===== src/hw/rtl/otsu_threshold_finder_assert.svh =====
// assertion macros for the otsu threshold finder
// expects clk and rst_n in the scope where a macro is used
`ifndef OTSU_THRESHOLD_FINDER_ASSERT_SVH
`define OTSU_THRESHOLD_FINDER_ASSERT_SVH

// condition holds in the same cycle
`define OTF_ASSERT_SAME(lbl, ante, cons) \
    lbl: assert property (@(posedge clk) disable iff (!rst_n) (ante) |-> (cons)) \
        else $error("otsu threshold finder check failed");

// condition holds in the next cycle
`define OTF_ASSERT_NEXT(lbl, ante, cons) \
    lbl: assert property (@(posedge clk) disable iff (!rst_n) (ante) |=> (cons)) \
        else $error("otsu threshold finder check failed");

`endif


===== src/hw/rtl/otf_pkg.sv =====
// shared constants, types and command structs of the otsu threshold finder
// no dependencies
package otf_pkg;

    localparam int LEVELS     = 256;
    localparam int COUNT_BITS = 22;
    localparam int PIX_W      = 8;
    localparam int THR_W      = 8;
    localparam int IDX_W      = (LEVELS > 1) ? $clog2(LEVELS) : 1;
    localparam int SUM_W      = COUNT_BITS + IDX_W;
    localparam int PROD_W     = SUM_W + COUNT_BITS;
    localparam int NUM_W      = 2 * PROD_W;
    localparam int DEN_W      = 2 * COUNT_BITS;
    localparam int MA_W       = NUM_W;
    localparam int MB_W       = PROD_W;
    localparam int DIG        = 8;
    localparam int STEPS      = (MB_W + DIG - 1) / DIG;
    localparam int BP_W       = STEPS * DIG;
    localparam int P_W        = MA_W + MB_W;
    localparam int CNT_W      = (STEPS > 1) ? $clog2(STEPS) : 1;

    typedef enum logic [3:0] {
        ST_IDLE,
        ST_DRAIN,
        ST_SUM_RD,
        ST_SUM_ACC,
        ST_BIN_RD,
        ST_BIN_ACC,
        ST_MUL_P,
        ST_MUL_Q,
        ST_MUL_SQ,
        ST_MUL_DEN,
        ST_MUL_L,
        ST_MUL_R,
        ST_CMP,
        ST_OUT
    } state_t;

    typedef enum logic [2:0] {
        MS_P,
        MS_Q,
        MS_SQ,
        MS_DEN,
        MS_L,
        MS_R
    } mul_sel_t;

    typedef struct packed {
        logic     in_ready;
        logic     init;
        logic     rd_en;
        logic     sum_acc;
        logic     bin_acc;
        logic     mul_run;
        mul_sel_t mul_sel;
        logic     cmp;
        logic     idx_inc;
        logic     finish;
    } ctl_cmd_t;

    typedef struct packed {
        logic last_in;
        logic mul_done;
        logic idx_last;
        logic out_busy;
    } dp_stat_t;

endpackage


===== src/hw/rtl/otf_ctrl.sv =====
// sequencer for pixel counting, the sum pass and the per-level score sweep
// depends on otf_pkg
module otf_ctrl
    import otf_pkg::*;
(
    input  logic     clk,
    input  logic     rst_n,
    input  dp_stat_t stat,
    output ctl_cmd_t cmd
);

    state_t state_reg;
    state_t state_next;

    always_ff @(posedge clk or negedge rst_n)
    begin
        if (!rst_n)
            state_reg <= ST_IDLE;
        else
            state_reg <= state_next;
    end

    always_comb
    begin
        cmd         = '0;
        cmd.mul_sel = MS_P;
        state_next  = state_reg;
        unique case (state_reg)
            ST_IDLE:
            begin
                cmd.in_ready = 1'b1;
                if (stat.last_in)
                    state_next = ST_DRAIN;
            end
            ST_DRAIN:
            begin
                cmd.init   = 1'b1;
                state_next = ST_SUM_RD;
            end
            ST_SUM_RD:
            begin
                cmd.rd_en  = 1'b1;
                state_next = ST_SUM_ACC;
            end
            ST_SUM_ACC:
            begin
                cmd.sum_acc = 1'b1;
                cmd.idx_inc = 1'b1;
                state_next  = stat.idx_last ? ST_BIN_RD : ST_SUM_RD;
            end
            ST_BIN_RD:
            begin
                cmd.rd_en  = 1'b1;
                state_next = ST_BIN_ACC;
            end
            ST_BIN_ACC:
            begin
                cmd.bin_acc = 1'b1;
                state_next  = ST_MUL_P;
            end
            ST_MUL_P:
            begin
                cmd.mul_run = 1'b1;
                cmd.mul_sel = MS_P;
                if (stat.mul_done)
                    state_next = ST_MUL_Q;
            end
            ST_MUL_Q:
            begin
                cmd.mul_run = 1'b1;
                cmd.mul_sel = MS_Q;
                if (stat.mul_done)
                    state_next = ST_MUL_SQ;
            end
            ST_MUL_SQ:
            begin
                cmd.mul_run = 1'b1;
                cmd.mul_sel = MS_SQ;
                if (stat.mul_done)
                    state_next = ST_MUL_DEN;
            end
            ST_MUL_DEN:
            begin
                cmd.mul_run = 1'b1;
                cmd.mul_sel = MS_DEN;
                if (stat.mul_done)
                    state_next = ST_MUL_L;
            end
            ST_MUL_L:
            begin
                cmd.mul_run = 1'b1;
                cmd.mul_sel = MS_L;
                if (stat.mul_done)
                    state_next = ST_MUL_R;
            end
            ST_MUL_R:
            begin
                cmd.mul_run = 1'b1;
                cmd.mul_sel = MS_R;
                if (stat.mul_done)
                    state_next = ST_CMP;
            end
            ST_CMP:
            begin
                cmd.cmp     = 1'b1;
                cmd.idx_inc = 1'b1;
                state_next  = stat.idx_last ? ST_OUT : ST_BIN_RD;
            end
            ST_OUT:
            begin
                // wait for the previous threshold to leave the output register
                if (!stat.out_busy)
                begin
                    cmd.finish = 1'b1;
                    state_next = ST_IDLE;
                end
            end
            default:
            begin
                state_next = ST_IDLE;
            end
        endcase
    end

endmodule

===== config.mk =====
export PLATFORM = sky130hd
export DESIGN_NAME = otf_ctrl
export DESIGN_NICKNAME = d
export VERILOG_FILES = /design/src/hw/rtl/otsu_threshold_finder_assert.svh /design/src/hw/rtl/otf_pkg.sv /design/src/hw/rtl/otf_ctrl.sv
export SDC_FILE = /design/constraint.sdc
export NUM_CORES = 1
export LEC_CHECK = 0
export BUFFER_PORTS_ARGS = -buffer_cell sky130_fd_sc_hd__buf_2
export CAP_MARGIN = 20
export CORE_UTILIZATION = 29
export CTS_CLUSTER_DIAMETER = 200
export DETAILED_ROUTE_END_ITERATION = 8
export GPL_TIMING_DRIVEN = 1
export PLACE_DENSITY = 0.61
export SETUP_SLACK_MARGIN = 0.05
export SLEW_MARGIN = 20
export SYNTH_ARGS = -nofsm -noshare
export SYNTH_HDL_FRONTEND = slang
export SYNTH_SLANG_ARGS = --single-unit

===== constraint.sdc =====
create_clock -name clk -period 1.5 [get_ports clk]
set_input_delay 0.3 -clock clk [delete_from_list [all_inputs] [get_ports clk]]
set_output_delay 0.3 -clock clk [all_outputs]
set_load 0.01 [all_outputs]

==> results by group, run 1 <==
Run status
  • Status: complete, but fails checks
  • Failing checks: setup timing

Worst setup path
  • Critical-path maximum fanout: 6
  • WP data arrival: 1.26 ns
  • Critical Path Slowest Stage Cell: dfrtp_2
  • R2r startpoint: state_reg[2]$_DFFE_PN0P_
  • Reg2Reg Depth: 5
  • Worst path required time: 1.20 ns
  • Crit path largest cell delay: 0.46 ns
  • CP endpoint kind: primary output
  • Reg2reg end: state_reg[1]$_DFFE_PN0P_
  • R2R Setup Slk: -0.02 ns
  • CP Cell Sequence: buf_4, xnor2_1, nor3_1, buf_2
  • Setup CP Type: flip-flop to primary output
  • Setup crit start kind: flip-flop

Placed design
  • RePlAce Congestion: 0.750
  • IO buf count: 17
  • Cell Area, Placed: 531 µm²
  • Post-DP HPWL: 726 µm

Timing
  • Worst-margin pin slew: 0.281 ns
  • Final Hold Viols: 0
  • Worst setup margin: -0.0610 ns
  • Fmax: 641 MHz
  • Worst clock skew: 0.00289 ns
  • RSZ-0062 raised after global routing: yes
  • Final Setup Violations: 8
  • Tmin final: 1.56 ns
  • Slew HR: 81.1%
  • Fin crit share: 104%
  • Slew Viols, Final: 0

Global routing
  • First-pass GRT wire length: 1770 µm
  • Gr ovfl total: 0
  • Initial antenna violation count: 0
  • Vias in the first global route: 425
  • Pin count of the biggest net entering global routing: 8
  • Total global-route track usage: 17.8%

CTS
  • Worst-path clk slew: 0.04 ns
  • Insertion delay to the later sink of the worst-skew pair: 0.24 ns
  • Inserted Clock Buffers: 3
  • Clock sinks: 4
  • Root buf cell: clkbuf_4
  • H-tree depth: 1
  • Max clock buf depth: 2
  • TritonCTS clock tree: built

Synth
  • Post-Synthesis Net Count: 56
  • Mapped cell area: 378 µm²
  • Distinct cells, synth: 24
  • Gate count after technology mapping: 50
  • Warnings, synthesis: 0
  • Largest cells by area after synthesis: dfrtp_1, mux2_2, nor3_1
  • Sequential area share after synthesis: 26.5%
  • Register bit total from synthesis: 4
  • Syn_area_per_cell: 7.56 µm²
  • Share of Yosys cell area claimed by the top area cell type: 26.5%
  • Cell taking the most area after synthesis: dfrtp_1

Floorplan
  • Die H: 38.1 µm
  • Initial Utilization: 32.7%
  • # rows: 12
  • Die area: 1450 µm²
  • Boundary Pins: 18
  • Die X: 38.1 µm
  • Core Area: 1160 µm²

Layout
  • Commonest cells after routing, fill and taps aside: buf_2, buf_4, buf_6
  • ANT cells: 0
  • Fraction of layout cells with a size suffix above 1: 69.4%
  • Final-stage net count: 93
  • Max FFs per register: 4
  • Commonest non-fill, non-tap cell in the layout: buf_2
  • Post-Layout Inst Area: 744 µm²
  • Area grow syn2layout: 97.0%

Worst hold path
  • Hold WC Path Type: input port to asynchronous set/reset pin

Job
  • Total of max-cap violations: 0

Pwr
  • Maximum vdd drop: 915 µV
  • Static Leak: 0.000361 µW
  • Pwr dens: 2270 nW/µm²
  • Total Power: 1690 µW

Routing
  • Drt first pass iters: 4
  • Final ANT Viol Nets: 0
  • Drt first-iter violations: 9
  • Drt drc: 0
  • Vias: 490
  • Drt wl/cell: 12.0 µm
  • Via density: 4.95
  • WL final: 1190 µm
==> synth_stat cells <==
cell type / number
nor2_1: 7
nor3_1: 7
dfrtp_1: 4
mux2_2: 4
buf_2: 3
nand2_1: 3
nand2b_1: 3
a21oi_1: 2
inv_1: 2
a211oi_1: 1
a21boi_0: 1
a22oi_2: 1
and2_1: 1
buf_4: 1
inv_2: 1
nand4_1: 1
nor4_1: 1
o21ai_0: 1
o21ai_2: 1
o22ai_1: 1
o31ai_1: 1
o41ai_1: 1
or2_2: 1
xnor2_1: 1
==> per-stage QoR <==
step           instances  TNS (ns)  hold WS [ns]  setup slack, ns  util (%)
5_1_grt               99    -0.913         0.423          -0.0972      64.4
6_report              99    -0.246         0.414          -0.0610      64.4
4_1_cts               96    -0.302         0.390          -0.0480      60.2
3_5_place_dp          86         0         0.108          0.00703      45.9
2_1_floorplan         50         0       0.00441           0.0704         -
3_3_place_gp          86         0         0.108           0.0367      45.9
==> critical path: cells and delay by family (launching register included) <==
family | cells | cell delay (ns)
XOR/XNOR | 1 | 0.11
flip-flops | 1 | 0.46
AND/OR/NAND/NOR | 1 | 0.12
buffers and inverters | 2 | 0.31
==> worst max path at each step <==
stage	start	end	slack [ns]	cells past startpoint
2_1_floorplan	state_reg[2]$_DFFE_PN0P_	cmd[1]	0.07	3
3_3_place_gp	state_reg[3]$_DFFE_PN0P_	state_reg[0]$_DFFE_PN0P_	0.04	4
3_5_place_dp	state_reg[3]$_DFFE_PN0P_	state_reg[1]$_DFFE_PN0P_	0.007	4
4_1_cts	state_reg[3]$_DFFE_PN0P_	cmd[3]	-0.05	4
5_1_grt	state_reg[2]$_DFFE_PN0P_	cmd[1]	-0.1	4
6_report	state_reg[1]$_DFFE_PN0P_	cmd[9]	-0.06	4
==> report_power, final <==
| part | internal [µW] | switching (µW) | total (µW) |
|---|---|---|---|
| Combinational | 715 | 583 | 1300 |
| Sequential | 168 | 89.2 | 257 |
| Clock | 89.8 | 48.5 | 138 |
| Total | 973 | 720 | 1690 |
==> kinds of logic after synthesis <==
family	count (synthesis)	share of synthesized area (%)
compound gates	10	19.5
xor+xnor	1	2.32
buf+inv	7	8.94
flops	4	26.5
mux	4	11.9
simple gates	24	30.8
==> final cells by class <==
| type | count | area (µm²) |
|---|---|---|
| Fill cell | 98 | 412 |
| Multi-Input combinational cell | 39 | 324 |
| Timing Repair Buffer | 36 | 263 |
| Sequential cell | 4 | 104 |
| Clock buffer | 3 | 22.5 |
| Tap cell | 14 | 17.5 |
| Inverter | 3 | 13.8 |
==> per-layer routing <==
metal  up-vias  global-route usage [%]  wire [µm]
li1        251                       -          -
met4         0                    8.04         17
met3         2                    3.49         42
met1       223                    20.1        521
met2        14                    31.8        610
met5         -                       0          0
==> what timing repair did <==
| action | CTS | global route |
|---|---|---|
| hold buffers | 1 | 0 |
| resized for setup | 21 | 5 |
| hold endpoints to repair | 4 | 0 |
| endpoints found under the setup margin | 16 | 16 |
| pin swaps | 5 | 4 |
| setup buffers | 6 | 3 |
| gates cloned | 0 | 0 |
(Power assumes the default switching activity.)
==> inputs of run 2 (changes only) <==
--- a/config.mk
+++ b/config.mk
@@ -12,7 +12,6 @@
 export DETAILED_ROUTE_END_ITERATION = 8
 export GPL_TIMING_DRIVEN = 1
 export PLACE_DENSITY = 0.61
-export SETUP_SLACK_MARGIN = 0.05
 export SLEW_MARGIN = 20
 export SYNTH_ARGS = -nofsm -noshare
 export SYNTH_HDL_FRONTEND = slang
==> results by group, run 2 (synthesis results as in run 1) <==
Run status
  • Status: complete, but fails checks
  • Failing checks: setup timing

Global routing
  • Pin count of the biggest net entering global routing: 8
  • Gr ovfl total: 0
  • Vias in the first global route: 430
  • First-pass GRT wire length: 1770 µm
  • Total global-route track usage: 17.7%
  • Initial antenna violation count: 0

Worst setup path
  • CP endpoint kind: primary output
  • Crit path largest cell delay: 0.46 ns
  • Setup crit start kind: flip-flop
  • Critical-path maximum fanout: 6
  • Critical Path Slowest Stage Cell: dfrtp_2
  • Worst path required time: 1.20 ns
  • R2r startpoint: state_reg[3]$_DFFE_PN0P_
  • CP Cell Sequence: buf_4, nor3_4, or2_4, buf_6
  • R2R Setup Slk: -0.03 ns
  • Setup CP Type: flip-flop to primary output
  • Reg2Reg Depth: 4
  • Reg2reg end: state_reg[2]$_DFFE_PN0P_
  • WP data arrival: 1.29 ns

Routing
  • Drt wl/cell: 12.3 µm
  • Via density: 4.83
  • WL final: 1210 µm
  • Final ANT Viol Nets: 0
  • Drt first pass iters: 2
  • Drt drc: 0
  • Drt first-iter violations: 10
  • Vias: 478

Timing
  • Final Hold Viols: 0
  • Fin crit share: 106%
  • Slew HR: 80.8%
  • Worst clock skew: 0.00309 ns
  • Tmin final: 1.59 ns
  • RSZ-0062 raised after global routing: yes
  • Slew Viols, Final: 0
  • Fmax: 630 MHz
  • Hold_ws: 0.400 ns
  • Final Setup Violations: 11
  • Worst-margin pin slew: 0.285 ns
  • Worst setup margin: -0.0867 ns

CTS
  • Root buf cell: clkbuf_4
  • Max clock buf depth: 2
  • Inserted Clock Buffers: 3
  • Worst-path clk slew: 0.04 ns
  • TritonCTS clock tree: built
  • Insertion delay to the later sink of the worst-skew pair: 0.24 ns
  • Clock sinks: 4
  • H-tree depth: 1

Floorplan
  • Boundary Pins: 18
  • # rows: 12
  • Die H: 38.1 µm
  • Core Area: 1160 µm²
  • Die area: 1450 µm²
  • Die X: 38.1 µm
  • Initial Utilization: 32.7%

Layout
  • Fraction of layout cells with a size suffix above 1: 69.4%
  • Post-route insts no fill: 99
  • Final-stage net count: 93
  • Commonest cells after routing, fill and taps aside: buf_2, buf_6, buf_4
  • ANT cells: 0
  • Commonest non-fill, non-tap cell in the layout: buf_2
  • Final Core Density: 64.8%
  • Area grow syn2layout: 98.3%
  • Max FFs per register: 4

Pwr
  • Pwr dens: 2280 nW/µm²
  • Maximum vdd drop: 865 µV
  • Static Leak: 0.000362 µW

Placed design
  • RePlAce Congestion: 0.750
  • Cells after DPL: 86
  • Post-DP HPWL: 726 µm
  • IO buf count: 17

Job
  • Total of max-cap violations: 0

Worst hold path
  • Hold WC Path Type: input port to asynchronous set/reset pin
[run 2: cell count changes in the layout (fill, tap and decap cells not counted)]
| cell | previous run | this run |
|---|---|---|
| buf_4 | 11 | 9 |
| nor2_2 | 0 | 1 |
| buf_6 | 8 | 10 |
| nor3_1 | 3 | 4 |
| nor3_2 | 2 | 1 |
| nor2_1 | 7 | 6 |
[run 2: per-stage QoR]
| step | power [µW] | setup TNS (ns) | instance area, µm² | worst slack (ns) |
|---|---|---|---|---|
| finish | 1710 | -0.350 | 749 | -0.0867 |
| global route | 1820 | -1.11 | 749 | -0.142 |
| CTS | 1550 | -0.302 | 692 | -0.0480 |
| detailed placement | 1110 | 0 | 531 | 0.00703 |
| global placement | 1110 | 0 | 531 | 0.0367 |
| floorplan | 795 | 0 | 383 | 0.0704 |
[run 2: area by class of cell]
class	count	area [µm²]
Tap cell	14	17.5
Multi-Input combinational cell	39	322
Fill cell	96	407
Clock buffer	3	22.5
Sequential cell	4	104
Timing Repair Buffer	36	270
Inverter	3	13.8
[run 2: how the worst max path moves through the flow]
| stage | startpoint | to | slack [ns] | cells after the start |
|---|---|---|---|---|
| after floorplan | state_reg[2]$_DFFE_PN0P_ | cmd[1] | 0.07 | 3 |
| after global placement | state_reg[3]$_DFFE_PN0P_ | state_reg[0]$_DFFE_PN0P_ | 0.04 | 4 |
| after detailed placement | state_reg[3]$_DFFE_PN0P_ | state_reg[1]$_DFFE_PN0P_ | 0.007 | 4 |
| after CTS | state_reg[3]$_DFFE_PN0P_ | cmd[3] | -0.05 | 4 |
| after global routing | state_reg[1]$_DFFE_PN0P_ | cmd[1] | -0.14 | 4 |
| final | state_reg[1]$_DFFE_PN0P_ | cmd[1] | -0.09 | 4 |
[run 2: worst max-delay path, delay by kind of cell (launching register included)]
family / cells / cell delay (ns)
flip-flops: 1 / 0.46
AND/OR/NAND/NOR: 2 / 0.33
buffers and inverters: 2 / 0.26
[run 2: repair_timing]
item                       CTS  global route
pin swaps                    4             4
hold buffers                 1             0
gates resized for setup     20             8
setup buffers                6             3
setup endpoints to repair   12            15
hold endpoints to repair     4             0
[run 2: report_power, final]
| part | total (µW) | internal (µW) | leakage [µW] | switching, µW |
|---|---|---|---|---|
| clock | 138 | 89.7 | 0.0000138 | 48.1 |
| combinational | 1310 | 726 | 0.000303 | 583 |
| sequential | 261 | 168 | 0.0000452 | 92.6 |
[run 2: routing by layer]
layer / routed length, µm / GRT usage [%] / up-vias
li1: - / - / 248
met1: 527 / 20.4 / 216
met2: 629 / 30.9 / 12
met3: 40 / 3.49 / 2
met4: 17 / 8.04 / 0
met5: 0 / 0 / -
==> inputs of run 3 (changes only) <==
--- a/config.mk
+++ b/config.mk
@@ -5,13 +5,13 @@
 export SDC_FILE = /design/constraint.sdc
 export NUM_CORES = 1
 export LEC_CHECK = 0
-export BUFFER_PORTS_ARGS = -buffer_cell sky130_fd_sc_hd__buf_2
+export BUFFER_PORTS_ARGS = -buffer_cell sky130_fd_sc_hd__buf_4
 export CAP_MARGIN = 20
 export CORE_UTILIZATION = 29
 export CTS_CLUSTER_DIAMETER = 200
 export DETAILED_ROUTE_END_ITERATION = 8
 export GPL_TIMING_DRIVEN = 1
-export PLACE_DENSITY = 0.61
+export PLACE_DENSITY = 0.59
 export SLEW_MARGIN = 20
 export SYNTH_ARGS = -nofsm -noshare
 export SYNTH_HDL_FRONTEND = slang
==> constraint.sdc (replaced) <==
create_clock -name clk -period 1.7 [get_ports clk]
set_input_delay 0.34 -clock clk [delete_from_list [all_inputs] [get_ports clk]]
set_output_delay 0.34 -clock clk [all_outputs]
set_load 0.01 [all_outputs]
==> results by group, run 3 (synthesis results as in run 1) <==
CTS
  • Worst-path clk slew: 0.04 ns
  • Post-CTS Setup Inserts: 0
  • Max clock buf depth: 2
  • Inserted Clock Buffers: 3
  • H-tree depth: 1
  • TritonCTS clock tree: built
  • Insertion delay to the later sink of the worst-skew pair: 0.24 ns
  • Clock sinks: 4
  • Root buf cell: clkbuf_4

Floorplan
  • Boundary Pins: 18
  • Die H: 38.1 µm
  • Initial Utilization: 32.7%
  • Core Area: 1160 µm²
  • Die area: 1450 µm²
  • Die X: 38.1 µm
  • # rows: 12

Placed design
  • IO buf count: 17
  • RePlAce Congestion: 0.782
  • Pre-CTS WS: 0.158 ns
  • Post-DP HPWL: 695 µm

Pwr
  • Maximum vdd drop: 719 µV
  • Static Leak: 0.000268 µW
  • Pwr dens: 1900 nW/µm²
  • Total Power: 1110 µW

Worst setup path
  • R2r startpoint: state_reg[0]$_DFFE_PN0P_
  • Setup crit start kind: flip-flop
  • R2R Setup Slk: 0.20 ns
  • Setup CP Type: flip-flop to primary output
  • CP startpoint: state_reg[2]$_DFFE_PN0P_
  • CP Cell Sequence: nand2_2, nor3_1, or2_2, buf_4
  • CP endpoint kind: primary output
  • Critical Path Slowest Stage Cell: dfrtp_2
  • WP data arrival: 1.31 ns
  • Critical-path maximum fanout: 9
  • Reg2reg end: state_reg[2]$_DFFE_PN0P_
  • CP Capture Point: cmd[1]
  • Reg2Reg Depth: 3
  • Crit path largest cell delay: 0.47 ns
  • Worst path required time: 1.36 ns

Run status
  • Status: finished, final reports clean

Timing
  • Worst setup margin: 0.0479 ns
  • Slew HR: 76.2%
  • Final Setup Violations: 0
  • Final Hold Viols: 0
  • Worst clock skew: 0.00682 ns
  • Hold_ws: 0.434 ns
  • Slew Viols, Final: 0
  • Fin crit share: 97.2%
  • Tmin final: 1.65 ns
  • Fin Setup TNS: 0 ns
  • Fmax: 605 MHz
  • Worst-margin pin slew: 0.353 ns
  • RSZ-0062 raised after global routing: yes

Job
  • Total of max-cap violations: 0

Global routing
  • Gr ovfl total: 0
  • First-pass GRT wire length: 1440 µm
  • Initial antenna violation count: 0
  • Vias in the first global route: 329
  • Pin count of the biggest net entering global routing: 13
  • Total global-route track usage: 14.1%

Routing
  • Drt wl/cell: 10.5 µm
  • Vias: 420
  • Final ANT Viol Nets: 0
  • Drt first pass iters: 4
  • Drt first-iter violations: 12
  • WL final: 896 µm
  • Drt drc: 0
  • Via density: 4.94

Layout
  • Area grow syn2layout: 54.3%
  • Final-stage net count: 79
  • Max FFs per register: 4
  • ANT cells: 0
  • Commonest non-fill, non-tap cell in the layout: buf_4
  • Commonest cells after routing, fill and taps aside: buf_4, nor2_1, nor3_1
  • Fraction of layout cells with a size suffix above 1: 54.9%

Worst hold path
  • Hold WC Path Type: input port to asynchronous set/reset pin
## run 3: cell types whose count changed in the layout (fill, tap and decap cells not counted), sizes merged
cell	delta
buf	-14
## run 3: routing by layer
metal	global-route usage [%]	wire, µm
met1	19.5	420
met2	20.8	429
met3	5.23	47
met4	2.68	0
met5	0	0
## run 3: layout make-up
| type | instances | area (µm²) |
|---|---|---|
| Fill cell | 119 | 573 |
| Timing Repair Buffer | 22 | 168 |
| Sequential cell | 4 | 105 |
| Multi-Input combinational cell | 39 | 259 |
| Inverter | 3 | 11.3 |
| Clock buffer | 3 | 22.5 |
| Tap cell | 14 | 17.5 |
## run 3: per-stage QoR
step | std cells | utilization, % | cell area [µm²]
5_1_grt | 85 | 50.4 | 583
4_1_cts | 85 | 48.9 | 566
6_report | 85 | 50.4 | 583
3_3_place_gp | 81 | 45.9 | 531
2_1_floorplan | 50 | - | 378
3_5_place_dp | 81 | 45.9 | 531
## run 3: what timing repair did
action,4_1_cts,5_1_grt
setup endpoints to repair,1,4
hold buffers,1,0
gates resized for setup,2,5
hold endpoints to repair,4,0
pin swaps,0,1
## run 3: worst max-delay path, delay by kind of cell (launching register included)
kind,cells,cell delay [ns]
flops,1,0.47
simple gates,3,0.47
buf+inv,1,0.14
## run 3: worst min-delay path by stage
stage                               endpoint  slack [ns]  start
global placement    state_reg[3]$_DFFE_PN0P_        0.14  rst_n
finish              state_reg[0]$_DFFE_PN0P_        0.43  rst_n
CTS                 state_reg[0]$_DFFE_PN0P_        0.44  rst_n
detailed placement  state_reg[3]$_DFFE_PN0P_        0.14  rst_n
floorplan           state_reg[0]$_DFFE_PN0P_        0.04  rst_n
global route        state_reg[1]$_DFFE_PN0P_        0.45  rst_n
## run 3: power by group
part | total [µW] | internal, µW | switching, µW
clock network | 118 | 79.0 | 39.2
registers | 257 | 151 | 107
logic | 734 | 398 | 336
